==> src/hw/rtl/chxor_pkg.sv <==
// Shared types and codes for the chained XOR packet cipher.
package chxor_pkg;

   localparam int unsigned ByteWidth = 8;

   typedef logic [ByteWidth-1:0] byte_type;

   typedef enum logic {
      OP_ENCODE = 1'b0,
      OP_DECODE = 1'b1
   } opcode_type;

   // One accepted item as held in the input register.
   typedef struct packed {
      opcode_type opcode;
      byte_type   data_byte;
      byte_type   rand_key;
      logic       first_byte;
      logic       last_byte;
   } req_item_type;

   // One result item as held in the result register.
   typedef struct packed {
      byte_type out_byte;
      byte_type plain_sum;
      logic     last_out;
   } rsp_item_type;

endpackage

==> src/hw/rtl/chained_xor_packet_cipher.sv <==
// Top level of the chained XOR packet cipher: input register, coding logic, result register.
// An accepted byte is held in the input register; when it moves on, its result is loaded into
// the result register with rsp_valid high, and from there it leaves on a result transfer.
// Throughput: one byte per cycle unless rsp_ready stalls; the chaining state is updated
// in the cycle a byte leaves the input register, so the next byte sees it without a bubble.
// Reset (synchronous, active high) clears both valid flags, the fixed key, the position,
// the chain values, the latched random key and the payload sum.
module chained_xor_packet_cipher (
   input  logic                clock,
   input  logic                reset,
   // Input channel
   input  logic                req_valid,
   output logic                req_ready,
   input  logic                req_opcode,
   input  chxor_pkg::byte_type req_data_byte,
   input  chxor_pkg::byte_type req_rand_key,
   input  logic                req_first_byte,
   input  logic                req_last_byte,
   // Result channel
   output logic                rsp_valid,
   input  logic                rsp_ready,
   output chxor_pkg::byte_type rsp_out_byte,
   output chxor_pkg::byte_type rsp_plain_sum,
   output logic                rsp_last_out,
   // Configuration port for the fixed key
   input  logic                csr_wr_en,
   input  chxor_pkg::byte_type csr_wr_data
);

   import chxor_pkg::*;

   // ------------------------------------------------------------------
   // Pipeline registers. The input register holds one accepted byte; the
   // result register holds one finished result until its transfer.
   // ------------------------------------------------------------------
   logic         s1_valid_ff, s1_valid_in;
   req_item_type s1_item_ff, s1_item_in;
   logic         rsp_valid_ff, rsp_valid_in;
   rsp_item_type rsp_item_ff, rsp_item_in;

   // Cipher state, as carried from one byte to the next.
   byte_type fixed_key_ff, fixed_key_in;
   byte_type pos_ff, pos_in;
   byte_type prev_inner_ff, prev_inner_in;
   byte_type prev_outer_ff, prev_outer_in;
   byte_type rkey_ff, rkey_in;
   byte_type sum_ff, sum_in;

   // The byte in the input register moves on when the result register is
   // empty or is being emptied in this cycle.
   logic s1_advance;
   logic req_xfer;

   // Effective state for the byte being coded: a first byte starts from
   // zero chain values and its own random key.
   byte_type cur_pos, cur_inner, cur_outer, cur_rkey, cur_sum;
   byte_type i1;
   byte_type inner_mask, outer_mask;
   byte_type inner_val, outer_val, plain_val, result_val;

   assign s1_advance = s1_valid_ff && (!rsp_valid_ff || rsp_ready);
   assign req_ready  = !s1_valid_ff || s1_advance;
   assign req_xfer   = req_valid && req_ready;

   always_comb begin
      if (s1_item_ff.first_byte) begin
         cur_pos   = '0;
         cur_inner = '0;
         cur_outer = '0;
         cur_sum   = '0;
         cur_rkey  = s1_item_ff.rand_key;
      end else begin
         cur_pos   = pos_ff;
         cur_inner = prev_inner_ff;
         cur_outer = prev_outer_ff;
         cur_sum   = sum_ff;
         cur_rkey  = rkey_ff;
      end

      i1 = cur_pos + byte_type'(1);

      // Both keystream bytes are independent of the data, so either
      // direction is just two XORs once they are formed.
      inner_mask = cur_rkey + i1 + cur_inner;
      outer_mask = fixed_key_ff + i1 + cur_outer;

      unique case (s1_item_ff.opcode)
         OP_ENCODE: begin
            plain_val  = s1_item_ff.data_byte;
            inner_val  = plain_val ^ inner_mask;
            outer_val  = inner_val ^ outer_mask;
            result_val = outer_val;
         end
         OP_DECODE: begin
            outer_val  = s1_item_ff.data_byte;
            inner_val  = outer_val ^ outer_mask;
            plain_val  = inner_val ^ inner_mask;
            result_val = plain_val;
         end
         default: begin
            plain_val  = s1_item_ff.data_byte;
            inner_val  = plain_val;
            outer_val  = plain_val;
            result_val = plain_val;
         end
      endcase
   end

   // Next-state logic for all registers.
   always_comb begin
      s1_valid_in   = s1_valid_ff;
      s1_item_in    = s1_item_ff;
      rsp_valid_in  = rsp_valid_ff;
      rsp_item_in   = rsp_item_ff;
      fixed_key_in  = fixed_key_ff;
      pos_in        = pos_ff;
      prev_inner_in = prev_inner_ff;
      prev_outer_in = prev_outer_ff;
      rkey_in       = rkey_ff;
      sum_in        = sum_ff;

      if (csr_wr_en) begin
         fixed_key_in = csr_wr_data;
      end

      // A transfer on the result side empties the result register unless
      // a new result replaces it below.
      if (rsp_valid_ff && rsp_ready) begin
         rsp_valid_in = 1'b0;
      end

      if (s1_advance) begin
         rsp_valid_in          = 1'b1;
         rsp_item_in.out_byte  = result_val;
         rsp_item_in.last_out  = s1_item_ff.last_byte;
         // The checksum byte, and any byte at a wrapped position zero, is
         // left out of the payload sum.
         if (cur_pos != '0) begin
            rsp_item_in.plain_sum = cur_sum + plain_val;
         end else begin
            rsp_item_in.plain_sum = cur_sum;
         end
         sum_in        = rsp_item_in.plain_sum;
         pos_in        = i1;
         prev_inner_in = inner_val;
         prev_outer_in = outer_val;
         rkey_in       = cur_rkey;
         s1_valid_in   = 1'b0;
      end

      if (req_xfer) begin
         s1_valid_in           = 1'b1;
         s1_item_in.opcode     = opcode_type'(req_opcode);
         s1_item_in.data_byte  = req_data_byte;
         s1_item_in.rand_key   = req_rand_key;
         s1_item_in.first_byte = req_first_byte;
         s1_item_in.last_byte  = req_last_byte;
      end
   end

   always_ff @(posedge clock) begin
      if (reset) begin
         s1_valid_ff   <= 1'b0;
         rsp_valid_ff  <= 1'b0;
         fixed_key_ff  <= '0;
         pos_ff        <= '0;
         prev_inner_ff <= '0;
         prev_outer_ff <= '0;
         rkey_ff       <= '0;
         sum_ff        <= '0;
      end else begin
         s1_valid_ff   <= s1_valid_in;
         rsp_valid_ff  <= rsp_valid_in;
         fixed_key_ff  <= fixed_key_in;
         pos_ff        <= pos_in;
         prev_inner_ff <= prev_inner_in;
         prev_outer_ff <= prev_outer_in;
         rkey_ff       <= rkey_in;
         sum_ff        <= sum_in;
      end
   end

   // Payload registers carry no reset.
   always_ff @(posedge clock) begin
      s1_item_ff  <= s1_item_in;
      rsp_item_ff <= rsp_item_in;
   end

   assign rsp_valid     = rsp_valid_ff;
   assign rsp_out_byte  = rsp_item_ff.out_byte;
   assign rsp_plain_sum = rsp_item_ff.plain_sum;
   assign rsp_last_out  = rsp_item_ff.last_out;

`ifndef SYNTHESIS
   // A byte that leaves the input register always lands in the result register.
   assert property (@(posedge clock) disable iff (reset) s1_advance |=> rsp_valid)
      else $error("result register not loaded after a byte left the input register");

   // After a first byte, the position has moved on to one.
   assert property (@(posedge clock) disable iff (reset)
      s1_advance && s1_item_ff.first_byte |=> pos_ff == byte_type'(1))
      else $error("position not restarted by a first byte");

   // The checksum byte of a new packet contributes nothing to the sum.
   assert property (@(posedge clock) disable iff (reset)
      s1_advance && s1_item_ff.first_byte |=> rsp_plain_sum == '0)
      else $error("payload sum not cleared on a first byte");

   // An empty input register never refuses a transfer.
   assert property (@(posedge clock) disable iff (reset) !s1_valid_ff |-> req_ready)
      else $error("input refused while the input register is empty");
`endif

endmodule
==> config.mk <==
export PLATFORM = sky130hd
export DESIGN_NAME = chained_xor_packet_cipher
export DESIGN_NICKNAME = d
export VERILOG_FILES = /design/src/hw/rtl/chxor_pkg.sv /design/src/hw/rtl/chained_xor_packet_cipher.sv
export SDC_FILE = /design/constraint.sdc
export NUM_CORES = 1
export LEC_CHECK = 0
export BUFFER_PORTS_ARGS = -buffer_cell sky130_fd_sc_hd__buf_2
export CAP_MARGIN = 20
export CORE_MARGIN = 3
export CORE_UTILIZATION = 32
export CTS_BUF_LIST = sky130_fd_sc_hd__clkbuf_4
export CTS_CLUSTER_SIZE = 8
export DETAILED_ROUTE_END_ITERATION = 12
export MAX_ROUTING_LAYER = met4
export PLACE_DENSITY = 0.5
export SETUP_SLACK_MARGIN = 0.4
export SLEW_MARGIN = 25
export SYNTH_ARGS = -nofsm -noshare
export SYNTH_HDL_FRONTEND = slang
export SYNTH_SLANG_ARGS = --single-unit
==> constraint.sdc <==
create_clock -name clock -period 11.17 [get_ports clock]
set_input_delay 2.234 -clock clock [delete_from_list [all_inputs] [get_ports clock]]
set_output_delay 2.234 -clock clock [all_outputs]
set_load 0.01 [all_outputs]
; Word level (Yosys, flattened, before mapping)
; Cells that the tools add are included.
[totals]
reg_bits = 86
output_inout_bits = 19
[op_classes]
n_addsub = 6
n_reduce_logical = 10
bitwise_logic = 5
n_mux = 14
[op_table]
columns = operator, n
row1 = $pmux 8 s2, 4
row2 = $mux 8, 6
row3 = $add 8x8->8, 5
row4 = $xor 8x8->8, 4
row5 = $add 8x1->8 const B, 1
row6 = $reduce_bool 8->1, 1
row7 = $mux 1, 4
row8 = $reduce_bool 2->1, 2
row9 = $logic_and 1x1->1, 3
row10 = $logic_not 1->1, 2
row11 = $logic_or 1x1->1, 2
row12 = $not 1->1, 1

; Longest topological paths before layout
; Gate-level depths: netlist (run 1).
[logic_depth]
word_depth = 9
mapped_depth = 24
ltp_nobuf = 21

; Worst setup path before layout (run 1)
; No wires, ideal clock.
[synth_timing]
path_type = register -> register
startpoint = reg s1_item_ff[1] in the netlist's numbering
endpoint = reg rsp_item_ff (netlist bit rsp_plain_sum[7]), data pin
t_arrival_ps = 4875
path_stages_with_launch = 24
setup_ps = 258
path_buffers = 3
t_required_ps = 10912
path_slack_ps = 6038
path_cell_list = edfxtp_1 > buf_6 > clkbuf_1 > clkbuf_1 > nor2b_1 > ha_1 > xnor2_1 > inv_1 > fa_1 > ha_1 > a21o_1 > a21oi_1 > xnor2_1 > xnor2_1 > xnor2_1 > mux2_2 > ha_1 > a21oi_1 > o21ai_1 > a21o_1 > a21o_1 > a211oi_1 > o21a_2 > xnor2_1
[synth_via]
elab_chain_cells = 9
word_cells_on_any_way = 16
cone_classes = add/sub: 6 / mux: 7 / bitwise: 2 / reduce/logical: 1
[synth_rtl]
columns = item, line
row1 = from (decl), chained_xor_packet_cipher.sv:37  ; req_item_type s1_item_ff, s1_item_in;
row2 = from (signal assigned), chained_xor_packet_cipher.sv:185  ; s1_item_ff <= s1_item_in;
row3 = $mux 8 (*), chained_xor_packet_cipher.sv:66  ; if (s1_item_ff.first_byte) begin
row4 = $add 8x1->8 (*), chained_xor_packet_cipher.sv:80  ; i1 = cur_pos + byte_type'(1);
row5 = named net i1[2], chained_xor_packet_cipher.sv:57  ; byte_type i1;
row6 = $add 8x8->8 (2 in series), chained_xor_packet_cipher.sv:85  ; outer_mask = fixed_key_ff + i1 + cur_outer;
row7 = $xor 8x8->8, chained_xor_packet_cipher.sv:96  ; inner_val = outer_val ^ outer_mask;
row8 = $xor 8x8->8 (*), chained_xor_packet_cipher.sv:97  ; plain_val = inner_val ^ inner_mask;
row9 = $pmux 8 s2 (*), chained_xor_packet_cipher.sv:87  ; unique case (s1_item_ff.opcode)
row10 = $add 8x8->8 (*), chained_xor_packet_cipher.sv:139  ; rsp_item_in.plain_sum = cur_sum + plain_val;
row11 = $mux 8 (*), chained_xor_packet_cipher.sv:138  ; if (cur_pos != '0) begin
row12 = to (signal assigned), chained_xor_packet_cipher.sv:186  ; rsp_item_ff <= rsp_item_in;
row13 = to (decl), chained_xor_packet_cipher.sv:39  ; rsp_item_type rsp_item_ff, rsp_item_in;
; Mark *: on every way through the listed nets, which the timed path passes. The rest lies on a longest branch.
; A chain may end at the register's enable or synchronous reset.

; Worst setup path in the final report (run 1)
; Same ends and word-level chain as after synthesis.

==> flow_summary.toml, run 1 <==
[status]
status = "finished clean"

[finish]
syn_to_final_growth_pct = 12.1
layout-drive-gt1-share = 0.180
final_common_cell = "nand2_1"
fin_nets = 593
mostFrequentLayoutCells = "nand2_1, dfxtp_1, buf_2"
seq_area_um2 = 2080
multi_input_area_um2 = 2610
antenna_cells = 0
n_fill_cell = 1490
finalNonFillerCells = 712

[logic_synthesis]
yosysSeqAreaShare = 0.425
syn_area_um2 = 4900
synthAdderAreaFrac = 0.123
synth_cell_types = 45
synth_nets = 550
synth_warnings = 0
syn_inst = 480
synth_edf_count = 36
async_flop_share = 0
synth.avg_cell_area_um2 = 10.2
synthSimpleGateAreaFrac = 0.124
synth_compound_area_frac = 0.106
synth_top_family_by_area = "simple AND/OR/NAND/NOR gates"
synth_seq_cells = 86
synthFlopType = "dfxtp_1"
synth_xor_area_frac = 0.0935
synthMuxAreaShare = 0.0856

[global_route]
grt_max_degree = 55
grt-ovfl-total = 0
antenna_found_initial = 0
track_usage = 0.137
grt_pass1_wl_mm = 17.0
first_global_vias = 3363

[place]
io_buffers = 50
dp_hpwl_mm = 7.54
place_inst = 696
routabilityCongestion = 0.816

[sta]
fmax_mhz = 186
final-hold-violation-count = 0
min_period_over_period = 0.481
worst_slew_pin_slew_ns = 0.629
max-slew-margin-rel = 0.581
finalSetupViolCount = 0
fin_skew_ns = 0.0297
tns_ns = 0
post-route-min-period_ns = 5.37
grt_setup_unrepaired = "no"
maxSlewViolCount = 0

[floorplan]
start_util = 0.332
die_area_um2 = 16800
io_pins = 51
die_h_um = 130
num_rows = 44
core_um2 = 14800
die_width_um = 130

[critical_path]
critPathKind = "reg -> reg"
end_kind = "flip-flop"
arrival_ns = 5.59
reg2reg_from = "s1_item_ff[1]"
crit_required_ns = 11.39
worstSetupStartpoint = "s1_item_ff[1]"
r2r_slack_ns = 5.80
rr_endpoint = "rsp_plain_sum[7]"
reg2reg_depth = 22
worstPathMaxFanout = 34
critPathCapture = "rsp_plain_sum[7]"
startpoint_type = "flip-flop"

[power]
p_per_area_nw_per_um2 = 135
ir_worst_vdd_mv = 0.0551
p_leak_nw = 2.27
p_total_w = 0.000739

[detailed_routing]
drcViolationCount = 0
wl_per_cell_um = 14.8
totalWireLength_mm = 10.6
vias = 3383
drtAntennaViolNets = 0
dr.pass1.iters = 4
drt_iter0_drc = 192
vias_per_cell = 4.75

[run]
drv_cap = 0

[hold_path]
hold_class = "reg -> reg"

[clocking]
post_cts_resized = 0
cts_tree = "done"
cts_buffers = 9
clk_path_buf_depth = 2
insertion_delay_ns = 0.48
ctsHoldBuffers = 0
cts.clk_slew.worst_paths_ns = 0.12
htree_levels = 3
cts_setup_buffers = 0
cts-root-buf = "clkbuf_4"
clkSinkCount = 86
## through the flow
step,util,instance area [um2],setup slack (ns),hold WS [ns]
final,0.372,5490,5.80,0.443
after global routing,0.372,5490,5.37,0.482
after CTS,0.371,5480,5.79,0.447
after detailed placement,0.361,5330,5.81,0.418
after global placement,0.360,5310,5.93,0.412
after floorplan,-,4900,6.04,0.400
## critical path: stages (launching register included)
cell and delay [ns]:
edfxtp_1 0.38, buf_4 0.29, nor2b_1 0.36, ha_1 0.27, nand3_1 0.10, xor2_1 0.15
nor2_1 0.24, inv_1 0.10, fa_1 0.52, inv_1 0.04, ha_1 0.34, o21a_1 0.21
o31a_1 0.13, a21oi_1 0.23, xnor2_1 0.17, xnor2_1 0.13, mux2_2 0.30, ha_1 0.30
a21o_1 0.18, a21o_1 0.17, a211oi_1 0.23, o21a_2 0.21, xnor2_1 0.07
## worst min-delay path by stage
stage / from / end / slack, ns / cells past startpoint
after floorplan: s1_item_ff[0] / rsp_last_out / 0.40 / 0
after CTS: s1_item_ff[0] / rsp_last_out / 0.45 / 0
after global placement: s1_item_ff[0] / rsp_last_out / 0.41 / 0
after global routing: s1_item_ff[0] / rsp_last_out / 0.48 / 0
final: s1_item_ff[0] / rsp_last_out / 0.44 / 0
after detailed placement: s1_item_ff[0] / rsp_last_out / 0.42 / 0
## state kept, by name (all words and copies together) (netlist names), 8 cells and up
signal / flops
s1_item_ff: 19
fixed_key_ff: 8
pos_ff: 8
prev_inner_ff: 8
prev_outer_ff: 8
rkey_ff: 8
rsp_out_byte: 8
rsp_plain_sum: 8
sum_ff: 8
## cell usage after synthesis, types with 10 or more instances
| master | count | area, um2 |
|---|---|---|
| edfxtp_1 | 36 | 1080 |
| clkbuf_1 | 19 | 71.3 |
| nand2_1 | 52 | 195 |
| nor2b_1 | 22 | 138 |
| a211oi_1 | 17 | 128 |
| xnor2_1 | 36 | 315 |
| xor2_1 | 10 | 87.6 |
| fa_1 | 17 | 340 |
| nor2_1 | 44 | 165 |
| inv_1 | 25 | 93.8 |
| mux2_2 | 13 | 146 |
| mux2i_1 | 25 | 250 |
| dfxtp_1 | 50 | 1000 |
| ha_1 | 21 | 263 |
| a21oi_1 | 37 | 185 |
## power breakdown
part           leakage, nW  internal, W  total, W  switching, W
logic                 1.43    0.0000791  0.000176     0.0000972
clock network       0.0852    0.0000912  0.000198      0.000107
registers            0.755     0.000353  0.000365     0.0000122
## kinds of logic (layout without fill, tap and decap cells)
kind of cell    after synthesis  after routing
simple gates                136            136
flops                        86             86
compound gates               81             81
buf+inv                      51             99
xor+xnor                     49             49
mux                          39             39
fa+ha+maj                    38             38
## layer usage
| layer | part of all wire | vias up | global-route usage |
|---|---|---|---|
| met5 | 0 | - | - |
| met4 | 0.025 | 0 | 0.0636 |
| met3 | 0.036 | 15 | 0.0282 |
| met2 | 0.46 | 59 | 0.208 |
| met1 | 0.48 | 1601 | 0.175 |
| li1 | - | 1708 | - |
## cell type report
cell class,instances,share of cell area
repair buffers,55,0.0543
clock buffers,10,0.0137
inverters,28,0.0205
well taps,184,0.0420
clock inverters,6,0.0141
flip-flops and latches,86,0.379
multi-input cells,343,0.476
Note: power is estimated with default switching activity, not from simulation.
==> inputs of run 2 (changes only) <==
--- a/config.mk
+++ b/config.mk
@@ -5,6 +5,7 @@
 export SDC_FILE = /design/constraint.sdc
 export NUM_CORES = 1
 export LEC_CHECK = 0
+export ABC_AREA = 1
 export BUFFER_PORTS_ARGS = -buffer_cell sky130_fd_sc_hd__buf_2
 export CAP_MARGIN = 20
 export CORE_MARGIN = 3
==> constraint.sdc (replaced) <==
create_clock -name clock -period 5.1 [get_ports clock]
set_input_delay 1.02 -clock clock [delete_from_list [all_inputs] [get_ports clock]]
set_output_delay 1.02 -clock clock [all_outputs]
set_load 0.01 [all_outputs]
==> run 2 against run 1 <==
Net effect:
- fmax is 21% higher
- cell area is 11% higher
- largest cell class unchanged
- critical endpoint unchanged
- utilization is 2.9 points higher
- first-iteration DRC count is 14% higher
- register-to-register slack worse by 5.1 ns
- non-clock buffer count is 22 higher
==> flow_summary.toml, run 2 <==
[finish]
layout-drive-gt1-share = 0.204
fin_nets = 751
syn_to_final_growth_pct = 21.6
mostFrequentLayoutCells = "nand2_1, inv_1, nor2_1"
regMostFlops = "s1_item_ff"
largest_reg_flops = 19
fin_util = 0.400
final_common_cell = "nand2_1"

[floorplan]
num_rows = 45
start_util = 0.329
die_area_um2 = 17200
core_um2 = 15300
die_h_um = 131
io_pins = 51
die_width_um = 131

[detailed_routing]
vias = 4123
wl_per_cell_um = 13.7
dr.pass1.iters = 4
vias_per_cell = 4.58
drt_iter0_drc = 218
drtAntennaViolNets = 0
totalWireLength_mm = 12.4
drcViolationCount = 0

[critical_path]
end_kind = "flip-flop"
slowest_stage = "fa_1"
worstPathMaxFanout = 5
max_stage_delay_ns = 0.53
crit_required_ns = 5.36
startpoint_type = "flip-flop"
critPathKind = "reg -> reg"
reg2reg_from = "s1_item_ff[1]"
arrival_ns = 4.71
crit_family = "adder cells"
worstSetupStartpoint = "s1_item_ff[1]"
timing.critical_path.mode_cell = "nand2_1"
path_buf_inv = 8

[global_route]
track_usage = 0.150
met2_usage = 0.236
grt.busiest_layer = "met2"
grt_pass1_wl_mm = 19.9
gr-usage-met3 = 0.0413
first_global_vias = 3862
antenna_found_initial = 1
grt_max_degree = 53
met1_usage = 0.189
grt-ovfl-total = 0

[place]
dp_hpwl_mm = 8.79
io_buffers = 50
routabilityCongestion = 0.824

[sta]
fin_skew_ns = 0.0200
final-hold-violation-count = 0
post-route-min-period_ns = 4.45
max-slew-margin-rel = 0.491
maxSlewViolCount = 0
tns_ns = 0
finalSetupViolCount = 0
min_period_over_period = 0.872
worst_slew_pin_slew_ns = 0.764
fmax_mhz = 225
grt_setup_unrepaired = "no"

[logic_synthesis]
synthTopCellsByCount = "nand2_1, inv_1, nor2_1"
async_flop_share = 0
synth_warnings = 0
synth_seq_cells = 86
yosysSeqAreaShare = 0.414
syn_area_um2 = 5020
synth_nets = 685
yosysMostFrequentCell = "nand2_1"
synth_cell_types = 34
synthFlopType = "dfxtp_1"
syn_inst = 615
yosys-top-cells-area = "edfxtp_1, dfxtp_1, nand2_1"
synth.avg_cell_area_um2 = 8.17
synth_edf_count = 36
synth.largest_area_cell = "edfxtp_1"
netlist.area_leader.share = 0.215

[clocking]
insertion_delay_ns = 0.49
cts-root-buf = "clkbuf_4"
clk_path_buf_depth = 2
clkSinkCount = 86
cts_tree = "done"
htree_levels = 3
cts.clk_slew.worst_paths_ns = 0.14
cts_buffers = 9

[status]
status = "finished clean"

[power]
p_leak_nw = 2.82
ir_worst_vdd_mv = 0.137
p_per_area_nw_per_um2 = 298

[hold_path]
hold_class = "reg -> reg"
hp-start = "s1_item_ff[0]"

[run]
drv_cap = 0
[run 2: stage by stage]
stage                     cell area (um2)  setup slack (ns)  power, W  hold slack [ns]  std cells
final                                6110             0.654   0.00182            0.438        900
after global routing                 6110             0.367   0.00195            0.457        900
after CTS                            5650             0.399   0.00171            0.444        876
after detailed placement             5490             0.209   0.00132            0.413        860
after global placement               5490             0.359   0.00131            0.405        860
after floorplan                      5020             0.504   0.00119            0.400        615
[run 2: kinds of logic after synthesis]
kind of cell,Yosys count,synth area share
AOI/OAI and AO/OA,118,0.129
xor gates and xnor gates,34,0.0593
adders and majority gates,38,0.120
buffers and inverters,129,0.0989
DFF,86,0.414
muxes,6,0.0120
and+or+nand+nor,204,0.167
[run 2: path summary, 6_finish.rpt]
kind                            depth (start not counted)          endpoint  slack (ns)
worst max-delay path                                   28  rsp_plain_sum[7]        0.65
worst max register to register                         28  rsp_plain_sum[7]        0.65
worst min register to register                          0      rsp_last_out        0.44
worst min-delay path                                    0      rsp_last_out        0.44
[run 2: repair_timing]
item | in CTS | in global routing
setup endpoints to repair | 4 | 8
pin swaps | 3 | 31
resized for setup | 7 | 54
setup buffers | 0 | 21
endpoints found under the hold margin | 0 | 0
hold buffers | 0 | 0
[run 2: report_power, final]
part           total (W)  internal [W]  switching [W]
Clock           0.000376      0.000141       0.000235
Combinational   0.000624      0.000275       0.000348
Sequential      0.000820      0.000791      0.0000280
[run 2: area by class of cell]
| cell class | count | area (um2) |
|---|---|---|
| antenna | 3 | 7.51 |
| clock buffer | 9 | 67.6 |
| clock inverter | 7 | 55.1 |
| fill | 1551 | 9150 |
| inverter | 107 | 404 |
| multi-input combinational | 400 | 2750 |
| sequential | 86 | 2080 |
| tap | 211 | 264 |
| timing repair buffer | 77 | 482 |
[run 2: routing by layer]
metal	wire length, um	up-vias
met4	168	0
li1	-	2100
met2	5790	60
met3	431	14
met1	5980	1949
met5	0	-
==> inputs of run 3 (changes only) <==
--- a/config.mk
+++ b/config.mk
@@ -9,12 +9,12 @@
 export BUFFER_PORTS_ARGS = -buffer_cell sky130_fd_sc_hd__buf_2
 export CAP_MARGIN = 20
 export CORE_MARGIN = 3
-export CORE_UTILIZATION = 32
+export CORE_UTILIZATION = 61
 export CTS_BUF_LIST = sky130_fd_sc_hd__clkbuf_4
 export CTS_CLUSTER_SIZE = 8
 export DETAILED_ROUTE_END_ITERATION = 12
 export MAX_ROUTING_LAYER = met4
-export PLACE_DENSITY = 0.5
+export PLACE_DENSITY_LB_ADDON = 0.2
 export SETUP_SLACK_MARGIN = 0.4
 export SLEW_MARGIN = 25
 export SYNTH_ARGS = -nofsm -noshare
==> run 3 against run 2 <==
Net effect:
- final cell count decreased by 12%
- global-route usage increased by 12 points
- total power decreased by 1.2%
- die area decreased by 46%
- non-clock buffer count increased by 4
- count of clock-buffer cells in the layout unchanged
- critical endpoint is now sum_ff[7]
==> flow_summary.toml, run 3 (same netlist as run 2, synthesis figures left out) <==
[floorplan]
die_area_um2 = 9360
core_um2 = 7850
num_rows = 32
die_h_um = 96.8
start_util = 0.640
die_width_um = 96.8
io_pins = 51

[clocking]
ctsHoldBuffers = 0
cts.clk_slew.worst_paths_ns = 0.15
clk_path_buf_depth = 2
cts_tree = "done"
clkSinkCount = 86
insertion_delay_ns = 0.47
htree_levels = 3
cts-root-buf = "clkbuf_4"
cts_buffers = 9

[power]
p_total_w = 0.00180
p_per_area_nw_per_um2 = 303
ir_worst_vdd_mv = 0.168
p_leak_nw = 2.83

[run]
drv_cap = 0

[sta]
fmax_mhz = 211
tns_ns = 0
fin_skew_ns = 0.0176
finalSetupViolCount = 0
post-route-min-period_ns = 4.74
maxSlewViolCount = 0
grt_setup_unrepaired = "yes"
worst_slew_pin_slew_ns = 0.963
final-hold-violation-count = 0
min_period_over_period = 0.930
max-slew-margin-rel = 0.358

[finish]
largest_reg_flops = 19
seq_area_um2 = 2080
n_fill_cell = 547
regMostFlops = "s1_item_ff"
syn_to_final_growth_pct = 17.9
multi_input_area_um2 = 2690
layout-drive-gt1-share = 0.206
fin_area_um2 = 5920
final_common_cell = "nand2_1"
fin_nets = 755
antenna_cells = 0
mostFrequentLayoutCells = "nand2_1, inv_1, nor2_1"

[critical_path]
crit_required_ns = 5.47
startpoint_type = "flip-flop"
worstPathMaxFanout = 5
end_kind = "flip-flop"
timing.critical_path.mode_cell = "inv_1"
path_buf_inv = 9
crit_family = "adder cells"
critPathKind = "reg -> reg"
max_stage_delay_ns = 0.55
arrival_ns = 5.11
slowest_stage = "fa_1"

[detailed_routing]
totalWireLength_mm = 13.0
drtAntennaViolNets = 0
drcViolationCount = 0
vias_per_cell = 5.66
drt_iter0_drc = 354
wl_per_cell_um = 16.4
dr.pass1.iters = 5
vias = 4480

[global_route]
grt-ovfl-total = 0
antenna_found_initial = 0
first_global_vias = 4191
grt_max_degree = 53
track_usage = 0.268
grt_pass1_wl_mm = 19.8

[hold_path]
hold_class = "reg -> reg"

[status]
status = "finished clean"

[place]
placed_area_um2 = 5360
routabilityCongestion = 0.896
dp_hpwl_mm = 8.26
io_buffers = 50
==> run 3: where the power goes <==
| group | total, W | internal, W | switching [W] |
|---|---|---|---|
| Clock | 0.000361 | 0.000101 | 0.000260 |
| Sequential | 0.000822 | 0.000792 | 0.0000298 |
| Combinational | 0.000614 | 0.000258 | 0.000355 |
| Total | 0.00180 | 0.00115 | 0.000645 |
==> run 3: worst paths after layout <==
check                     start      endpoint  slack [ns]  depth (start not counted)
hold reg to reg   s1_item_ff[0]  rsp_last_out        0.45                          0
hold / removal    s1_item_ff[0]  rsp_last_out        0.45                          0
setup / recovery  s1_item_ff[1]     sum_ff[7]        0.36                         29
setup reg to reg  s1_item_ff[1]     sum_ff[7]        0.36                         29
==> run 3: cell type report <==
type                       count  share of cell area
multi-input combinational    400               0.454
clock inverter                 7             0.00803
timing repair buffer          81              0.0856
clock buffer                   9              0.0114
sequential                    86               0.352
tap                          102              0.0215
inverter                     107              0.0682
==> run 3: routing by layer <==
layer,part of all wire,track usage
met1,0.39,0.329
met2,0.50,0.441
met3,0.065,0.0389
met4,0.047,0.117
met5,0,-
==> run 3: timing repair <==
| item | 4_1_cts | 5_1_grt |
|---|---|---|
| pin swaps | 2 | 24 |
| setup buffers | 2 | 22 |
| cloned | 0 | 0 |
| resized for setup | 9 | 45 |
| setup endpoints to repair | 4 | 7 |
==> run 3: per-stage QoR <==
| stage | cells | util | hold WS, ns | worst slack, ns |
|---|---|---|---|---|
| after floorplan | 615 | - | 0.400 | 0.504 |
| after global placement | 752 | 0.683 | 0.408 | 0.353 |
| after detailed placement | 752 | 0.683 | 0.421 | 0.166 |
| after CTS | 770 | 0.707 | 0.455 | 0.422 |
| after global routing | 792 | 0.755 | 0.489 | 0.104 |
| final | 792 | 0.755 | 0.448 | 0.358 |
